[src/rtl/prq_pkg.sv]
// Package with the types and constants of the priority ready queue.
package prq_pkg;

  localparam int unsigned QueueDepth = 16;
  localparam int unsigned CountW     = $clog2(QueueDepth + 1);
  localparam int unsigned IdW        = 8;
  localparam int unsigned PrioW      = 8;
  localparam int unsigned EntryCntW  = 5;
  localparam int unsigned StatusW    = 2;

  localparam logic CMD_INSERT = 1'b0;
  localparam logic CMD_POP    = 1'b1;

  typedef enum logic [StatusW-1:0] {
    ST_OK    = 2'd0,
    ST_EMPTY = 2'd1,
    ST_FULL  = 2'd2
  } status_e;

  typedef struct packed {
    logic [IdW-1:0]   id;
    logic [PrioW-1:0] prio;
  } entry_t;

  typedef struct packed {
    logic   insert;
    logic   pop;
    entry_t new_entry;
  } cell_ctrl_t;

endpackage

[src/rtl/prq_req_if.sv]
// Request channel of the priority ready queue.
interface prq_req_if;
  logic                        valid;
  logic                        ready;
  logic                        cmd;
  logic [prq_pkg::IdW-1:0]     proc_id;
  logic [prq_pkg::PrioW-1:0]   proc_priority;

  modport source (output valid, cmd, proc_id, proc_priority, input ready);
  modport sink (input valid, cmd, proc_id, proc_priority, output ready);
endinterface

[src/rtl/prq_rsp_if.sv]
// Result channel of the priority ready queue.
interface prq_rsp_if;
  logic                            valid;
  logic                            ready;
  logic                            pop_valid;
  logic [prq_pkg::IdW-1:0]         popped_id;
  logic [prq_pkg::PrioW-1:0]       popped_priority;
  logic [prq_pkg::StatusW-1:0]     status_code;
  logic [prq_pkg::EntryCntW-1:0]   entry_count;

  modport source (output valid, pop_valid, popped_id, popped_priority, status_code,
                  entry_count, input ready);
  modport sink (input valid, pop_valid, popped_id, popped_priority, status_code,
                entry_count, output ready);
endinterface

[src/rtl/prq_cell.sv]
// One storage cell of the sorted queue chain.
module prq_cell (
  input  logic                clk_i,
  input  prq_pkg::cell_ctrl_t ctrl_i,
  input  logic                occupied_i,
  input  prq_pkg::entry_t     left_i,
  input  logic                left_lower_i,
  input  prq_pkg::entry_t     right_i,
  output prq_pkg::entry_t     data_o,
  output logic                lower_o
);

  prq_pkg::entry_t data_q, data_d;

  // The cell yields its place when it is empty or holds a strictly lower priority.
  assign lower_o = !occupied_i || (data_q.prio < ctrl_i.new_entry.prio);

  always_comb begin
    data_d = data_q;
    if (ctrl_i.insert) begin
      if (left_lower_i) begin
        data_d = left_i;
      end else if (lower_o) begin
        data_d = ctrl_i.new_entry;
      end
    end else if (ctrl_i.pop) begin
      data_d = right_i;
    end
  end

  always_ff @(posedge clk_i) begin
    data_q <= data_d;
  end

  assign data_o = data_q;

endmodule

[src/rtl/priority_ready_queue.sv]
// Priority ready queue: a sorted chain of cells holding process identifiers.
// The req_i channel carries one command per transfer: an insert of an
// identifier with its priority, or a pop of the head entry. Larger
// priorities leave first, and equal priorities leave in arrival order.
// Every request transfer yields exactly one transfer on rsp_o, which shows
// the popped entry (if any), a status code and the entry count afterward.
// The result is registered and appears in the cycle after the request.
// One request is taken per cycle while rsp_o is taken: each cell compares
// its own priority with the new one and moves one step along the chain in
// the same cycle, so an insert or a pop updates the whole chain at once.
// When rsp_o stalls with a result waiting, req_i.ready drops until it goes.
// Reset empties the queue and clears the pending result; the cell contents
// are not cleared, since only cells below the entry count are ever read.
// An insert into a full queue is dropped and reported with the full status;
// a pop on an empty queue reports the empty status and returns zeros.
module priority_ready_queue (
  input logic         clk_i,
  input logic         rst_ni,
  prq_req_if.sink     req_i,
  prq_rsp_if.source   rsp_o
);

  localparam int unsigned Depth = prq_pkg::QueueDepth;
  localparam int unsigned CntW  = prq_pkg::CountW;

  logic [CntW-1:0]     count_q, count_d;
  logic                rsp_valid_q;
  logic                pop_valid_q;
  prq_pkg::entry_t     popped_q, popped_d;
  prq_pkg::status_e    status_q, status_d;
  logic                accept, is_full, is_empty, do_insert, do_pop;
  prq_pkg::cell_ctrl_t ctrl;
  prq_pkg::entry_t     cell_data [Depth];
  logic [Depth-1:0]    cell_lower;
  logic [Depth-1:0]    cell_occupied;

  assign req_i.ready = !rsp_valid_q || rsp_o.ready;
  assign accept      = req_i.valid && req_i.ready;
  assign is_full     = (count_q == CntW'(Depth));
  assign is_empty    = (count_q == '0);
  assign do_insert   = accept && (req_i.cmd == prq_pkg::CMD_INSERT) && !is_full;
  assign do_pop      = accept && (req_i.cmd == prq_pkg::CMD_POP) && !is_empty;

  assign ctrl.insert         = do_insert;
  assign ctrl.pop            = do_pop;
  assign ctrl.new_entry.id   = req_i.proc_id;
  assign ctrl.new_entry.prio = req_i.proc_priority;

  for (genvar i = 0; i < Depth; i++) begin : g_cell
    prq_pkg::entry_t left_data, right_data;
    logic            left_lower;

    assign cell_occupied[i] = (count_q > CntW'(i));

    if (i == 0) begin : g_head
      assign left_data  = ctrl.new_entry;
      assign left_lower = 1'b0;
    end else begin : g_body
      assign left_data  = cell_data[i-1];
      assign left_lower = cell_lower[i-1];
    end

    if (i == Depth - 1) begin : g_tail
      assign right_data = cell_data[i];
    end else begin : g_inner
      assign right_data = cell_data[i+1];
    end

    prq_cell u_cell (
      .clk_i        (clk_i),
      .ctrl_i       (ctrl),
      .occupied_i   (cell_occupied[i]),
      .left_i       (left_data),
      .left_lower_i (left_lower),
      .right_i      (right_data),
      .data_o       (cell_data[i]),
      .lower_o      (cell_lower[i])
    );
  end

  always_comb begin
    count_d  = count_q;
    popped_d = '0;
    status_d = prq_pkg::ST_OK;
    if (req_i.cmd == prq_pkg::CMD_INSERT) begin
      if (is_full) begin
        status_d = prq_pkg::ST_FULL;
      end else begin
        count_d = count_q + CntW'(1);
      end
    end else begin
      if (is_empty) begin
        status_d = prq_pkg::ST_EMPTY;
      end else begin
        count_d  = count_q - CntW'(1);
        popped_d = cell_data[0];
      end
    end
  end

  always_ff @(posedge clk_i or negedge rst_ni) begin
    if (!rst_ni) begin
      count_q     <= '0;
      rsp_valid_q <= 1'b0;
    end else begin
      if (accept) begin
        count_q     <= count_d;
        rsp_valid_q <= 1'b1;
      end else if (rsp_o.ready) begin
        rsp_valid_q <= 1'b0;
      end
    end
  end

  always_ff @(posedge clk_i) begin
    if (accept) begin
      pop_valid_q <= do_pop;
      popped_q    <= popped_d;
      status_q    <= status_d;
    end
  end

  assign rsp_o.valid           = rsp_valid_q;
  assign rsp_o.pop_valid       = pop_valid_q;
  assign rsp_o.popped_id       = popped_q.id;
  assign rsp_o.popped_priority = popped_q.prio;
  assign rsp_o.status_code     = status_q;
  assign rsp_o.entry_count     = prq_pkg::EntryCntW'(count_q);

endmodule

[src/flat_wrapper.sv]
// flat-port wrapper written by rule: the top's interface ports become plain ports
module priority_ready_queue_flat 
  (clk_i, rst_ni, req_i_valid, req_i_cmd, req_i_proc_id, req_i_proc_priority, req_i_ready, rsp_o_valid, rsp_o_pop_valid, rsp_o_popped_id, rsp_o_popped_priority, rsp_o_status_code, rsp_o_entry_count, rsp_o_ready);
  prq_req_if req_i_i ();
  prq_rsp_if rsp_o_i ();
  input logic clk_i;
  input logic rst_ni;
  input wire logic [$bits(req_i_i.valid)-1:0] req_i_valid;
  input wire logic [$bits(req_i_i.cmd)-1:0] req_i_cmd;
  input wire logic [$bits(req_i_i.proc_id)-1:0] req_i_proc_id;
  input wire logic [$bits(req_i_i.proc_priority)-1:0] req_i_proc_priority;
  output wire logic [$bits(req_i_i.ready)-1:0] req_i_ready;
  output wire logic [$bits(rsp_o_i.valid)-1:0] rsp_o_valid;
  output wire logic [$bits(rsp_o_i.pop_valid)-1:0] rsp_o_pop_valid;
  output wire logic [$bits(rsp_o_i.popped_id)-1:0] rsp_o_popped_id;
  output wire logic [$bits(rsp_o_i.popped_priority)-1:0] rsp_o_popped_priority;
  output wire logic [$bits(rsp_o_i.status_code)-1:0] rsp_o_status_code;
  output wire logic [$bits(rsp_o_i.entry_count)-1:0] rsp_o_entry_count;
  input wire logic [$bits(rsp_o_i.ready)-1:0] rsp_o_ready;
  assign req_i_i.valid = req_i_valid;
  assign req_i_i.cmd = req_i_cmd;
  assign req_i_i.proc_id = req_i_proc_id;
  assign req_i_i.proc_priority = req_i_proc_priority;
  assign req_i_ready = req_i_i.ready;
  assign rsp_o_valid = rsp_o_i.valid;
  assign rsp_o_pop_valid = rsp_o_i.pop_valid;
  assign rsp_o_popped_id = rsp_o_i.popped_id;
  assign rsp_o_popped_priority = rsp_o_i.popped_priority;
  assign rsp_o_status_code = rsp_o_i.status_code;
  assign rsp_o_entry_count = rsp_o_i.entry_count;
  assign rsp_o_i.ready = rsp_o_ready;
  priority_ready_queue u_core (.clk_i(clk_i), .rst_ni(rst_ni), .req_i(req_i_i), .rsp_o(rsp_o_i));
endmodule
[config.mk]
export PLATFORM = sky130hd
export DESIGN_NAME = priority_ready_queue_flat
export DESIGN_NICKNAME = d
export VERILOG_FILES = /design/src/rtl/prq_pkg.sv /design/src/rtl/prq_req_if.sv /design/src/rtl/prq_rsp_if.sv /design/src/rtl/prq_cell.sv /design/src/rtl/priority_ready_queue.sv /design/src/flat_wrapper.sv
export SDC_FILE = /design/constraint.sdc
export NUM_CORES = 1
export LEC_CHECK = 0
export BUFFER_PORTS_ARGS = -buffer_cell sky130_fd_sc_hd__buf_2
export CORE_MARGIN = 2
export CORE_UTILIZATION = 45
export DETAILED_ROUTE_END_ITERATION = 8
export PLACE_DENSITY = 0.7
export SLEW_MARGIN = 10
export SYNTH_ARGS = -nofsm -noshare
export SYNTH_HDL_FRONTEND = slang
export SYNTH_SLANG_ARGS = --single-unit
[constraint.sdc]
create_clock -name clk_i -period 9.25 [get_ports clk_i]
set_input_delay 2.775 -clock clk_i [delete_from_list [all_inputs] [get_ports clk_i]]
set_output_delay 2.775 -clock clk_i [all_outputs]
set_load 0.05 [all_outputs]
==> run summary <==
The effective utilization at floorplan came out at between 40% and 50%. The total power after layout came out at about 4.4 mW. The largest single stage delay on the critical path is approximately 840 ps.

The slew of the pin with the lowest slew margin is 1080 ps. The vias after detailed routing is 12600. The die height is roughly 200 um. The run finished with clean final reports. The number of placed instances, taps included, is approximately 2000.

The fraction of the cycle the final worst path needs is between 60% and 70%. The wire length reported by the detailed router came out at 46500 um. After clock tree synthesis, the clock-pin slew on the worst setup and hold paths is ~60 ps. Synthesis inferred between 200 and 300 register bits. The critical path goes through buf_2, inv_1, ha_1, o211a_1, a2111oi_1, a2111oi_2, o21ai_2, buf_4, o21ai_0, nand2_1. The total nets after synthesis is 1672. The count of unresolved DRC violations after routing is 0. Setup repair after global routing left no endpoint under its margin. The synthesis-to-finish area growth is 8.84%. The most frequently used flop master after synthesis is sky130_fd_sc_hd__edfxtp_1.

The insertion delay of the later-clocked pin in the worst-skew pair is 580 ps. The mean instance size in the synthesized netlist is approximately 11 um2. The total grt overflow is 0. Counting I/O delays and the setup requirement, the final critical path takes 6230 ps. The final core utilization came out at approximately half. Of the synthesized area, sequential elements account for 50.9%.

Leaving out filler cells and counting taps, the final layout contains a little over 2000. The total routing usage reported by global routing came out at 23.9%. The most critical setup path has its startpoint at req_i_proc_priority[4]. The quantity of hold-fixing buffers added after cts is 0. Counting the fill cells in the layout gives between 3000 and 4000. The number of standard-cell rows in the floorplan came out at 70.

Summed over its instances, the top area cell type makes up approximately half of the synthesized netlist area. STA puts the critical path data required time at roughly 9400 ps. The leakage power figure came out at 7.17 nW. The total number of yosys warnings is 0. The library cell used most frequently in the layout, excluding fill and tap cells, is sky130_fd_sc_hd__edfxtp_1. In this run the post-CTS setup repair buffer count came out at 0. The die covers around 0.038 mm2. The total number of clock tree sinks came out at about 280. Detailed placement ended at an HPWL of between 30000 and 40000 um.

The first TritonRoute pass finished after 5 iterations. In the final layout, the multi-input gates occupy around 0.0074 mm2. The clock skew came out at ~11 ps. On the critical path, the stage with the largest delay is an instance of sky130_fd_sc_hd__nand2_1.

The average wire length per cell after detail routing came out at between 20 and 25 um. Based on the critical path, the design can be clocked at up to approximately 160 MHz. The root buffer cell chosen for the clock tree is sky130_fd_sc_hd__clkbuf_16. The number of nets at the end of the flow came out at 1660.

The clock buffer count from CTS came out at 29. The worst hold path belongs to the class reg2reg. After routing, the total negative slack on setup checks comes to 0 ps. The number of global-route vias before repair is between 10000 and 15000.

The first global-routing pass estimated just over 70000 um of wire. The clock tree from TritonCTS is built. The cell count after synthesis came out at between 1500 and 2000. The startpoint identified for the worst hold timing path is u_core.rsp_o.valid. The x dimension of the die came out at 196 um. The initial antenna violation count was 0.

The routability-driven placement congestion ratio came out at approximately 0.89. The number of distinct library cells after synthesis came out at between 50 and 60. The tool flagged a number of max-cap violations equal to 0. The startpoint identified for the worst register-to-register timing path is u_core.rsp_o.entry_count[1].

The worst setup path is of the in2reg kind. The post-detailed-route count of antenna-violating nets is 0. The total core area is roughly 0.036 mm2. The number of resized instances in the post-cts repair step came out at 0. The combined area of all synthesized cells came out at 0.0165 mm2. The number of DRC markers after the initial detailed-route iteration came out at roughly 1500. The arrival time reported for the critical path endpoint came out at about 6400 ps.

The number of placed I/O pins is 47. Of all cell types, the one taking the most synthesized area is sky130_fd_sc_hd__edfxtp_1. The count of cells along the worst hold path is 2. The maximum count of clock buffers along a single path is 3. The final hold violation count came out at 0. Entering global routing, the biggest net connects ~150 pins. The worst register-to-register path has a depth of 7. The number of H-tree levels is 1. Along the worst path, the maximum fanout reaches 19.

The worst setup path is launched from an input pin. The vias per cell came out at 6.25. The power density over the cells came out at approximately 240 mW/mm2.

After synthesis, the share of flip-flops with an asynchronous set or reset is 2.14%. Setup violations remaining at the end of the flow were counted as 0. Of the cells placed in the final design, the portion with a size suffix greater than 1 is around a tenth.

The max-slew headroom at the worst pin is about 28%. The number of slew-limit violations in the final report is 0. The repair_antennas step left the layout with diodes totalling 0.

During placement, the flow inserted port buffers numbering 46. The category of the worst setup path capture point is a flip-flop. Yosys attributes the largest share of cell area to sky130_fd_sc_hd__edfxtp_1, sky130_fd_sc_hd__ha_1, sky130_fd_sc_hd__mux2i_1, sky130_fd_sc_hd__nand2_1, sky130_fd_sc_hd__o211ai_1. In the final layout, flip-flops and latches occupy ~0.0084 mm2. The count of flip-flops with a built-in enable after synthesis is around 280. The top cell types in the final layout, fill and taps aside, are sky130_fd_sc_hd__edfxtp_1, sky130_fd_sc_hd__nand2_1, sky130_fd_sc_hd__mux2i_1. Across the VDD grid, the largest voltage drop is between 0.1 and 0.15 mV.
[final cells by class]
class | count | area share [%]
Sequential cell | 281 | 46.8
Timing Repair Buffer | 73 | 2.55
Multi-Input combinational cell | 1123 | 41.4
Inverter | 13 | 0.272
Clock buffer | 32 | 4.10
Clock inverter | 21 | 1.66
Tap cell | 468 | 3.26
[flip-flops by register name, summed over array words and instances, names as in the netlist]
register / flops
u_core.rsp_o.valid: 1
u_core.rsp_o.popped_id: 8
u_core.rsp_o.status_code: 2
u_core.g_cell.u_cell.data_o: 256
u_core.rsp_o.popped_priority: 8
u_core.rsp_o.pop_valid: 1
u_core.rsp_o.entry_count: 5
[critical path: cells and delay by family]
family | cells | cell delay (ps)
AOI/OAI and AO/OA | 5 | 1110
adders and majority gates | 1 | 440
buffers and inverters | 3 | 1220
and+or+nand+nor | 1 | 840
[kinds of logic after synthesis]
| group | Yosys count | share of synthesized area, % |
|---|---|---|
| AO/OA/AOI/OAI | 378 | 14.2 |
| XOR/XNOR | 5 | 0.265 |
| adder cells (fa/ha/maj) | 118 | 8.94 |
| buffers and inverters | 129 | 4.21 |
| flip-flops | 281 | 50.9 |
| multiplexers | 146 | 8.97 |
| AND/OR/NAND/NOR | 476 | 12.5 |
[final timing paths]
| path | slack (ps) | to |
|---|---|---|
| worst max register to register | 5360 | u_core.g_cell[2].u_cell.data_o[10] |
| worst min register to register | 560 | u_core.rsp_o.valid |
| max in group asynchronous | 7080 | u_core.rsp_o.entry_count[3] |
| worst min-delay path | 560 | u_core.rsp_o.valid |
| min in group asynchronous | 2020 | u_core.rsp_o.entry_count[2] |
| worst max-delay path | 3020 | u_core.g_cell[13].u_cell.data_o[12] |
[power breakdown]
group          leakage [nW]  switching, mW  internal [mW]
Sequential             2.67          0.169           1.66
Clock                 0.500          0.524          0.771
Combinational          4.00          0.828          0.437
Total                  7.17           1.52           2.87
[cells in the mapped netlist, types with 2 or more instances]
master                      count
sky130_fd_sc_hd__o211ai_1      90
sky130_fd_sc_hd__mux2_2        16
sky130_fd_sc_hd__o21ai_1        5
sky130_fd_sc_hd__a21oi_1      108
sky130_fd_sc_hd__and2_1        17
sky130_fd_sc_hd__buf_6          7
sky130_fd_sc_hd__ha_1         118
sky130_fd_sc_hd__o2111ai_1      6
sky130_fd_sc_hd__nand4_1        5
sky130_fd_sc_hd__buf_2         50
sky130_fd_sc_hd__xor2_1         3
sky130_fd_sc_hd__nor2_1       104
sky130_fd_sc_hd__a31oi_1       11
sky130_fd_sc_hd__mux2i_1      130
sky130_fd_sc_hd__inv_1         12
sky130_fd_sc_hd__a21o_1        13
sky130_fd_sc_hd__buf_12         2
sky130_fd_sc_hd__edfxtp_1     275
sky130_fd_sc_hd__nor3_1         2
sky130_fd_sc_hd__clkbuf_1      41
sky130_fd_sc_hd__nand2_1      219
sky130_fd_sc_hd__buf_4         11
sky130_fd_sc_hd__and3_1         4
sky130_fd_sc_hd__a211o_1       10
sky130_fd_sc_hd__and2_0         6
sky130_fd_sc_hd__nand2b_1      16
sky130_fd_sc_hd__clkbuf_4       3
sky130_fd_sc_hd__o21ai_0      103
sky130_fd_sc_hd__o21a_1         2
sky130_fd_sc_hd__nand3_1       92
sky130_fd_sc_hd__o21ai_2        2
sky130_fd_sc_hd__dfrtp_1        6
sky130_fd_sc_hd__a211oi_1       7
sky130_fd_sc_hd__xnor2_1        2
sky130_fd_sc_hd__a221oi_1       7
sky130_fd_sc_hd__a22oi_1        2
sky130_fd_sc_hd__a2111o_1       3
sky130_fd_sc_hd__nor2b_1        2
[layer usage]
metal  GRT usage (%)  wire length, um  vias up
met5               0                0        -
met4            8.00             1420        0
met3            2.90             3850       99
met2            37.6            21000      639
met1            34.4            20200     6129
li1                -                -     5704
[metrics by stage]
step | hold slack, ps | area [um2] | setup slack, ps
5_1_grt | 584 | 18000 | 2920
4_1_cts | 556 | 18000 | 3160
3_3_place_gp | 495 | 16900 | 2670
6_report | 559 | 18000 | 3020
2_1_floorplan | 513 | 16500 | 3050
3_5_place_dp | 535 | 16900 | 2530
No activity file was read; power rests on OpenSTA's default activity.
